## src/design/percent_url_decoder_unit_defines.svh

```systemverilog
// Assertion macros for the percent URL decoder.
// Included by the top level; no other dependencies.
`ifndef PERCENT_URL_DECODER_UNIT_DEFINES_SVH
`define PERCENT_URL_DECODER_UNIT_DEFINES_SVH

// Same-cycle implication, disabled while reset is low.
`define PUD_ASSERT_IMPLY(label, clk, rst_n, cond, expr, msg) \
    label: assert property (@(posedge clk) disable iff (!rst_n) (cond) |-> (expr)) \
        else $error(msg);

// Next-cycle implication, disabled while reset is low.
`define PUD_ASSERT_NEXT(label, clk, rst_n, cond, expr, msg) \
    label: assert property (@(posedge clk) disable iff (!rst_n) (cond) |=> (expr)) \
        else $error(msg);

`endif

```

## src/design/pud_pkg.sv

```systemverilog
// Shared types, character constants and hex helpers for the percent URL decoder.
// No dependencies.
`timescale 1ns / 1ps

package pud_pkg;

    localparam int MAX_RESULTS = 3;
    localparam int CNT_W       = $clog2(MAX_RESULTS + 1);

    localparam logic [7:0] CHAR_PERCENT = 8'h25;
    localparam logic [7:0] CHAR_PLUS    = 8'h2B;
    localparam logic [7:0] CHAR_SPACE   = 8'h20;

    typedef struct packed {
        logic [7:0] in_byte;
        logic       in_last;
    } enc_item_t;

    typedef struct packed {
        logic [7:0] out_byte;
        logic       run_last;
        logic       string_end;
    } dec_item_t;

    // Results caused by one input transfer, oldest in data[0].
    typedef struct packed {
        logic [CNT_W-1:0]                cnt;
        logic [MAX_RESULTS-1:0][7:0]     data;
        logic                            last;
    } bundle_t;

    typedef struct packed {
        logic percent_seen;
        logic digit_held;
    } dec_status_t;

    function automatic logic is_hex(input logic [7:0] c);
        logic digit;
        logic upper;
        logic lower;
        digit = (c >= 8'h30) && (c <= 8'h39);
        upper = (c >= 8'h41) && (c <= 8'h46);
        lower = (c >= 8'h61) && (c <= 8'h66);
        return digit || upper || lower;
    endfunction

    // Valid only for hex digits: letters have bit 6 set and low nibble 1..6.
    function automatic logic [3:0] hex_nibble(input logic [7:0] c);
        logic [3:0] v;
        v = c[6] ? (c[3:0] + 4'd9) : c[3:0];
        return v;
    endfunction

    function automatic bundle_t append(input bundle_t b, input logic [7:0] x);
        bundle_t r;
        r = b;
        r.data[b.cnt[1:0]] = x;
        r.cnt = b.cnt + CNT_W'(1);
        return r;
    endfunction

endpackage

```

## src/design/percent_url_decoder_unit.sv

```systemverilog
// Percent URL decoder top level: decode logic feeding a result buffer.
// Depends on pud_pkg, pud_decode, pud_out_buffer and the assertion macro header.
//
// Usage:
//   enc channel (enc_valid / enc_stall / enc_item) takes one encoded byte per
//   transfer, in_last set on the final byte of a string.
//   dec channel (dec_valid / dec_stall / dec_item) returns decoded bytes in
//   order; run_last marks the last result of one input byte, string_end the
//   final byte of a string.
//   A byte yields zero to three results. With the output register free, its
//   first result appears on dec the cycle after its transfer; further results
//   follow one per cycle while dec_stall is low.
//   With dec_stall low, throughput is one input byte per cycle while each
//   byte yields at most one result; a byte with k results holds the output
//   register until all k are taken. enc_stall is a registered flag: it rises
//   only when a second bundle of results is parked behind the output register.
//   While dec_stall is high the output holds its result; one more byte with
//   results is parked (bytes without results still pass), then enc_stall stays
//   high until the parked bundle moves into the output register.
//   Reset clears any pending '%' escape and empties the result buffer.
`timescale 1ns / 1ps
`include "percent_url_decoder_unit_defines.svh"

module percent_url_decoder_unit
(
    input  logic                clk,
    input  logic                rst_n,
    input  logic                enc_valid,
    output logic                enc_stall,
    input  pud_pkg::enc_item_t  enc_item,
    output logic                dec_valid,
    input  logic                dec_stall,
    output pud_pkg::dec_item_t  dec_item
);

    logic                 accept;
    logic                 full;
    pud_pkg::bundle_t     bundle;
    pud_pkg::dec_status_t status;

    assign enc_stall = full;
    assign accept    = enc_valid && !enc_stall;

    pud_decode u_decode
    (
        .clk    (clk),
        .rst_n  (rst_n),
        .accept (accept),
        .item   (enc_item),
        .bundle (bundle),
        .status (status)
    );

    pud_out_buffer u_out_buffer
    (
        .clk       (clk),
        .rst_n     (rst_n),
        .push      (accept && (bundle.cnt != '0)),
        .bundle    (bundle),
        .full      (full),
        .dec_valid (dec_valid),
        .dec_stall (dec_stall),
        .dec_item  (dec_item)
    );

    `PUD_ASSERT_IMPLY(a_stall_needs_output, clk, rst_n,
        enc_stall, dec_valid, "stall without pending output")
    `PUD_ASSERT_IMPLY(a_digit_needs_percent, clk, rst_n,
        status.digit_held, status.percent_seen, "digit held without percent")
    `PUD_ASSERT_NEXT(a_last_clears_state, clk, rst_n,
        accept && enc_item.in_last, !status.percent_seen && !status.digit_held,
        "escape pending after end of string")

endmodule

```

## src/design/pud_decode.sv

```systemverilog
// Decoder state and per-transfer result logic: one input byte -> up to three results.
// Depends on pud_pkg.
`timescale 1ns / 1ps

module pud_decode
(
    input  logic                  clk,
    input  logic                  rst_n,
    input  logic                  accept,
    input  pud_pkg::enc_item_t    item,
    output pud_pkg::bundle_t      bundle,
    output pud_pkg::dec_status_t  status
);

    logic       percent_seen_reg;
    logic       percent_seen_next;
    logic       digit_held_reg;
    logic       digit_held_next;
    logic [7:0] held_byte_reg;
    logic [7:0] held_byte_next;

    logic       fresh_pct;
    logic [7:0] fresh_byte;
    logic [7:0] b;

    assign b          = item.in_byte;
    assign fresh_pct  = (b == pud_pkg::CHAR_PERCENT);
    assign fresh_byte = (b == pud_pkg::CHAR_PLUS) ? pud_pkg::CHAR_SPACE : b;

    always_comb
    begin
        bundle            = '0;
        percent_seen_next = percent_seen_reg;
        digit_held_next   = digit_held_reg;
        held_byte_next    = held_byte_reg;

        if (!percent_seen_reg)
        begin
            if (fresh_pct)
                percent_seen_next = 1'b1;
            else
                bundle = pud_pkg::append(bundle, fresh_byte);
        end
        else if (!digit_held_reg)
        begin
            if (pud_pkg::is_hex(b))
            begin
                digit_held_next = 1'b1;
                held_byte_next  = b;
            end
            else
            begin
                percent_seen_next = 1'b0;
                bundle = pud_pkg::append(bundle, pud_pkg::CHAR_PERCENT);
                if (fresh_pct)
                    percent_seen_next = 1'b1;
                else
                    bundle = pud_pkg::append(bundle, fresh_byte);
            end
        end
        else
        begin
            percent_seen_next = 1'b0;
            digit_held_next   = 1'b0;
            if (pud_pkg::is_hex(held_byte_reg) && pud_pkg::is_hex(b))
            begin
                bundle = pud_pkg::append(bundle,
                    {pud_pkg::hex_nibble(held_byte_reg), pud_pkg::hex_nibble(b)});
            end
            else
            begin
                bundle = pud_pkg::append(bundle, pud_pkg::CHAR_PERCENT);
                bundle = pud_pkg::append(bundle, held_byte_reg);
                if (fresh_pct)
                    percent_seen_next = 1'b1;
                else
                    bundle = pud_pkg::append(bundle, fresh_byte);
            end
        end

        // end of string: flush pending escape literally
        if (item.in_last)
        begin
            if (percent_seen_next)
                bundle = pud_pkg::append(bundle, pud_pkg::CHAR_PERCENT);
            if (digit_held_next)
                bundle = pud_pkg::append(bundle, held_byte_next);
            percent_seen_next = 1'b0;
            digit_held_next   = 1'b0;
        end

        bundle.last = item.in_last;
    end

    always_ff @(posedge clk or negedge rst_n)
    begin
        if (!rst_n)
        begin
            percent_seen_reg <= 1'b0;
            digit_held_reg   <= 1'b0;
        end
        else if (accept)
        begin
            percent_seen_reg <= percent_seen_next;
            digit_held_reg   <= digit_held_next;
        end
    end

    always_ff @(posedge clk)
    begin
        if (accept)
            held_byte_reg <= held_byte_next;
    end

    assign status.percent_seen = percent_seen_reg;
    assign status.digit_held   = digit_held_reg;

endmodule

```

## src/design/pud_out_buffer.sv

```systemverilog
// Result buffer: skid register for one bundle plus an output register that
// shifts out one result per transfer. Depends on pud_pkg.
`timescale 1ns / 1ps

module pud_out_buffer
(
    input  logic                clk,
    input  logic                rst_n,
    input  logic                push,
    input  pud_pkg::bundle_t    bundle,
    output logic                full,
    output logic                dec_valid,
    input  logic                dec_stall,
    output pud_pkg::dec_item_t  dec_item
);

    pud_pkg::bundle_t ser_reg;
    pud_pkg::bundle_t ser_next;
    pud_pkg::bundle_t skid_reg;
    pud_pkg::bundle_t skid_next;
    logic             skid_valid_reg;
    logic             skid_valid_next;

    logic out_fire;
    logic ser_free;

    assign dec_valid = (ser_reg.cnt != '0);
    assign out_fire  = dec_valid && !dec_stall;
    assign ser_free  = !dec_valid || (out_fire && (ser_reg.cnt == pud_pkg::CNT_W'(1)));
    assign full      = skid_valid_reg;

    always_comb
    begin
        ser_next        = ser_reg;
        skid_next       = skid_reg;
        skid_valid_next = skid_valid_reg;

        if (out_fire)
        begin
            ser_next.data = {8'h00, ser_reg.data[pud_pkg::MAX_RESULTS-1:1]};
            ser_next.cnt  = ser_reg.cnt - pud_pkg::CNT_W'(1);
        end

        if (ser_free)
        begin
            if (skid_valid_reg)
            begin
                ser_next        = skid_reg;
                skid_valid_next = 1'b0;
                if (push)
                begin
                    skid_next       = bundle;
                    skid_valid_next = 1'b1;
                end
            end
            else if (push)
            begin
                ser_next = bundle;
            end
        end
        else if (push)
        begin
            skid_next       = bundle;
            skid_valid_next = 1'b1;
        end
    end

    always_ff @(posedge clk or negedge rst_n)
    begin
        if (!rst_n)
        begin
            ser_reg        <= '0;
            skid_valid_reg <= 1'b0;
        end
        else
        begin
            ser_reg        <= ser_next;
            skid_valid_reg <= skid_valid_next;
        end
    end

    always_ff @(posedge clk)
    begin
        skid_reg <= skid_next;
    end

    assign dec_item.out_byte   = ser_reg.data[0];
    assign dec_item.run_last   = (ser_reg.cnt == pud_pkg::CNT_W'(1));
    assign dec_item.string_end = dec_item.run_last && ser_reg.last;

endmodule

```

## config.mk

```make
export PLATFORM = sky130hd
export DESIGN_NAME = percent_url_decoder_unit
export DESIGN_NICKNAME = d
export VERILOG_FILES = /design/src/design/pud_pkg.sv /design/src/design/percent_url_decoder_unit.sv /design/src/design/pud_decode.sv /design/src/design/pud_out_buffer.sv
export VERILOG_INCLUDE_DIRS = /design/src /design/src/design
export SDC_FILE = /design/constraint.sdc
export NUM_CORES = 1
export LEC_CHECK = 0
export BUFFER_PORTS_ARGS = -buffer_cell sky130_fd_sc_hd__clkbuf_2
export CAP_MARGIN = 20
export CORE_ASPECT_RATIO = 0.6
export CORE_MARGIN = 5
export CORE_UTILIZATION = 62
export DETAILED_ROUTE_END_ITERATION = 8
export PLACE_DENSITY = 0.78
export RECOVER_POWER = 100
export SYNTH_ARGS = -nofsm -noshare
export SYNTH_HDL_FRONTEND = slang
export SYNTH_HIERARCHICAL = 1
export SYNTH_SLANG_ARGS = --single-unit
```

## constraint.sdc

```tcl
create_clock -name clk -period 14.83 [get_ports clk]
set_input_delay 2.966 -clock clk [delete_from_list [all_inputs] [get_ports clk]]
set_output_delay 2.966 -clock clk [all_outputs]
set_load 0.01 [all_outputs]
```

==> flow_summary.json <==
{
  "fmax_ghz": 0.1047,
  "ios": 25,
  "stdcell_area_mm2": 0.004964,
  "routed_wl_um": 13710,
  "syn_area_mm2": 0.004716,
  "track_usage_pct": 29.28,
  "hold_viol": 0,
  "syn_nets": 567,
  "antenna_found_initial": 0,
  "die_w_um": 122.6,
  "drt_iter0_markers": 690,
  "ys_warn_count": 6,
  "die_area_mm2": 0.009507,
  "die_h_um": 77.56,
  "worst_slew_margin_rel_pct": -19.16,
  "critPathArrivalTime_ns": 9.48,
  "syn_area_per_cell_um2": 8.733,
  "outcome": "finished with violations",
  "grt_pass1_wl_um": 21420,
  "grt_max_degree": 54,
  "ant_nets": 0,
  "cts_hold_buf": 0,
  "layout_min_cycle_time_ns": 9.548,
  "clock-sinks": 65,
  "violations": "capacitance limit, slew limit",
  "fin_tns_setup_ns": 0,
  "grt-ovfl-total": 0,
  "cts_root_buf": "clkbuf_16",
  "largest_reg_flops": 27,
  "globalplace.congestion": 1.017,
  "place_hpwl_um": 9549,
  "syn_inst": 540,
  "worst_pin_slew_ns": 1.787,
  "setup_viol": 0,
  "clk_pin_slew_ns": 0.06,
  "syn2layout_area_growth_pct": 5.253,
  "power_w": 0.0009858,
  "setup.worst_path.end_class": "register",
  "required_ns": 14.76,
  "worst-path-max-fanout": 28,
  "cts_tree": "built",
  "firstDrtPassIters": 6,
  "clock_latency_ns": 0.33,
  "startpoint_type": "primary input",
  "use_met1_pct": 42.76,
  "drive_above_1_share_pct": 9.833,
  "grt.met2_usage_pct": 39.18,
  "hp-class": "reg2reg",
  "placed_area_mm2": 0.004716,
  "grt_pass1_vias": 3927,
  "vias_per_cell": 6.754,
  "grt_busiest_layer": "met1",
  "period_share_pct": 64.38,
  "cts_resized": 0,
  "pwr_density_cell_mw_per_mm2": 198.6,
  "rsz0062_at_grt": "no",
  "core_region_area_mm2": 0.007327,
  "ir_drop_v": 0.0001438,
  "start_util_pct": 64.36,
  "grt_use_met3_pct": 11.99,
  "criticalPathCategory": "in2reg",
  "postCtsSetupRepairBufs": 0,
  "clockBufferDepth": 2,
  "cap_violations": 2,
  "cts_max_level": 3,
  "slew_viol_final": 60,
  "vias": 4343,
  "detail_route.wl_per_cell_um": 21.33,
  "p_leak_nw": 2.042,
  "diodes": 0,
  "fp-row-count": 24,
  "portBuffers": 24,
  "fin_util_pct": 67.74,
  "clock_skew_ns": 0.004240,
  "numCtsBuffers": 9,
  "layout.nets": 561,
  "drc": 0
}
per-stage QoR:
| stage | setup WS [ns] | hold slack, ns | cells |
|---|---|---|---|
| 2_1_floorplan | 5.937 | 0.4903 | 540 |
| 3_3_place_gp | 6.888 | 0.5168 | 627 |
| 3_5_place_dp | 6.719 | 0.5230 | 627 |
| 4_1_cts | 7.031 | 0.5299 | 643 |
| 5_1_grt | 4.788 | 0.5502 | 643 |
| 6_report | 5.282 | 0.5317 | 643 |
final timing paths:
kind                                           startpoint                   endpoint  slack [ns]  cells after the start
worst max-delay path                          enc_item[2]  u_out_buffer/skid_reg[14]        5.28                     19
worst min-delay path            u_out_buffer/skid_reg[18]   u_out_buffer/ser_reg[18]        0.53                      1
worst max register to register  u_decode/held_byte_reg[1]  u_out_buffer/skid_reg[14]        7.99                     18
worst min register to register  u_out_buffer/skid_reg[18]   u_out_buffer/ser_reg[18]        0.53                      1
max in group asynchronous                           rst_n   u_out_buffer/ser_reg[17]       10.68                      1
min in group asynchronous                           rst_n   u_out_buffer/ser_reg[15]        3.10                      1
area by class of cell:
| class | count | area [µm²] |
|---|---|---|
| clock buffers | 11 | 242.7 |
| well taps | 104 | 130.1 |
| flip-flops and latches | 65 | 1802 |
| clock inverters | 5 | 78.83 |
| inverters | 66 | 247.7 |
| repair buffers | 30 | 143.9 |
| fillers | 615 | 2364 |
| multi-input cells | 362 | 2318 |
worst max-delay path: stages:
cell	delay [ns]
clkbuf_1	0.25
inv_1	0.11
ha_1	0.22
nor3b_1	0.14
o41ai_1	0.87
and2_0	0.56
a21oi_1	0.31
o21a_1	0.31
inv_1	0.08
ha_1	0.23
nor2b_1	0.13
a311oi_1	0.30
o31ai_1	0.20
ha_1	0.33
o21ai_0	0.17
o22a_1	0.18
o21a_1	0.61
a21boi_0	0.24
clkbuf_1	1.23
cells in the final DEF, fill, tap and decap left out, types with 10 or more instances in the layout:
cell type,n
nor2_1,34
a22oi_1,11
a21oi_1,58
nor3_1,34
a31oi_1,12
clkbuf_1,16
ha_1,14
o22ai_1,38
edfxtp_1,35
nand2_1,42
dfrtp_1,30
clkbuf_2,10
inv_1,66
a211oi_1,13
power by group:
part,switching [W],internal [W],leakage [nW],total [W]
Sequential,0.0000572,0.000266,0.696,0.000324
Combinational,0.000277,0.000155,1.19,0.000432
Clock,0.0000785,0.000151,0.159,0.000230
layer usage:
metal	part of all wire, %	vias up	wire, µm
li1	-	1952	-
met1	43	2053	5965
met2	40	301	5485
met3	14	37	1942
met4	2.3	0	320
met5	0	-	0
Note: power is estimated with default switching activity, not from simulation.
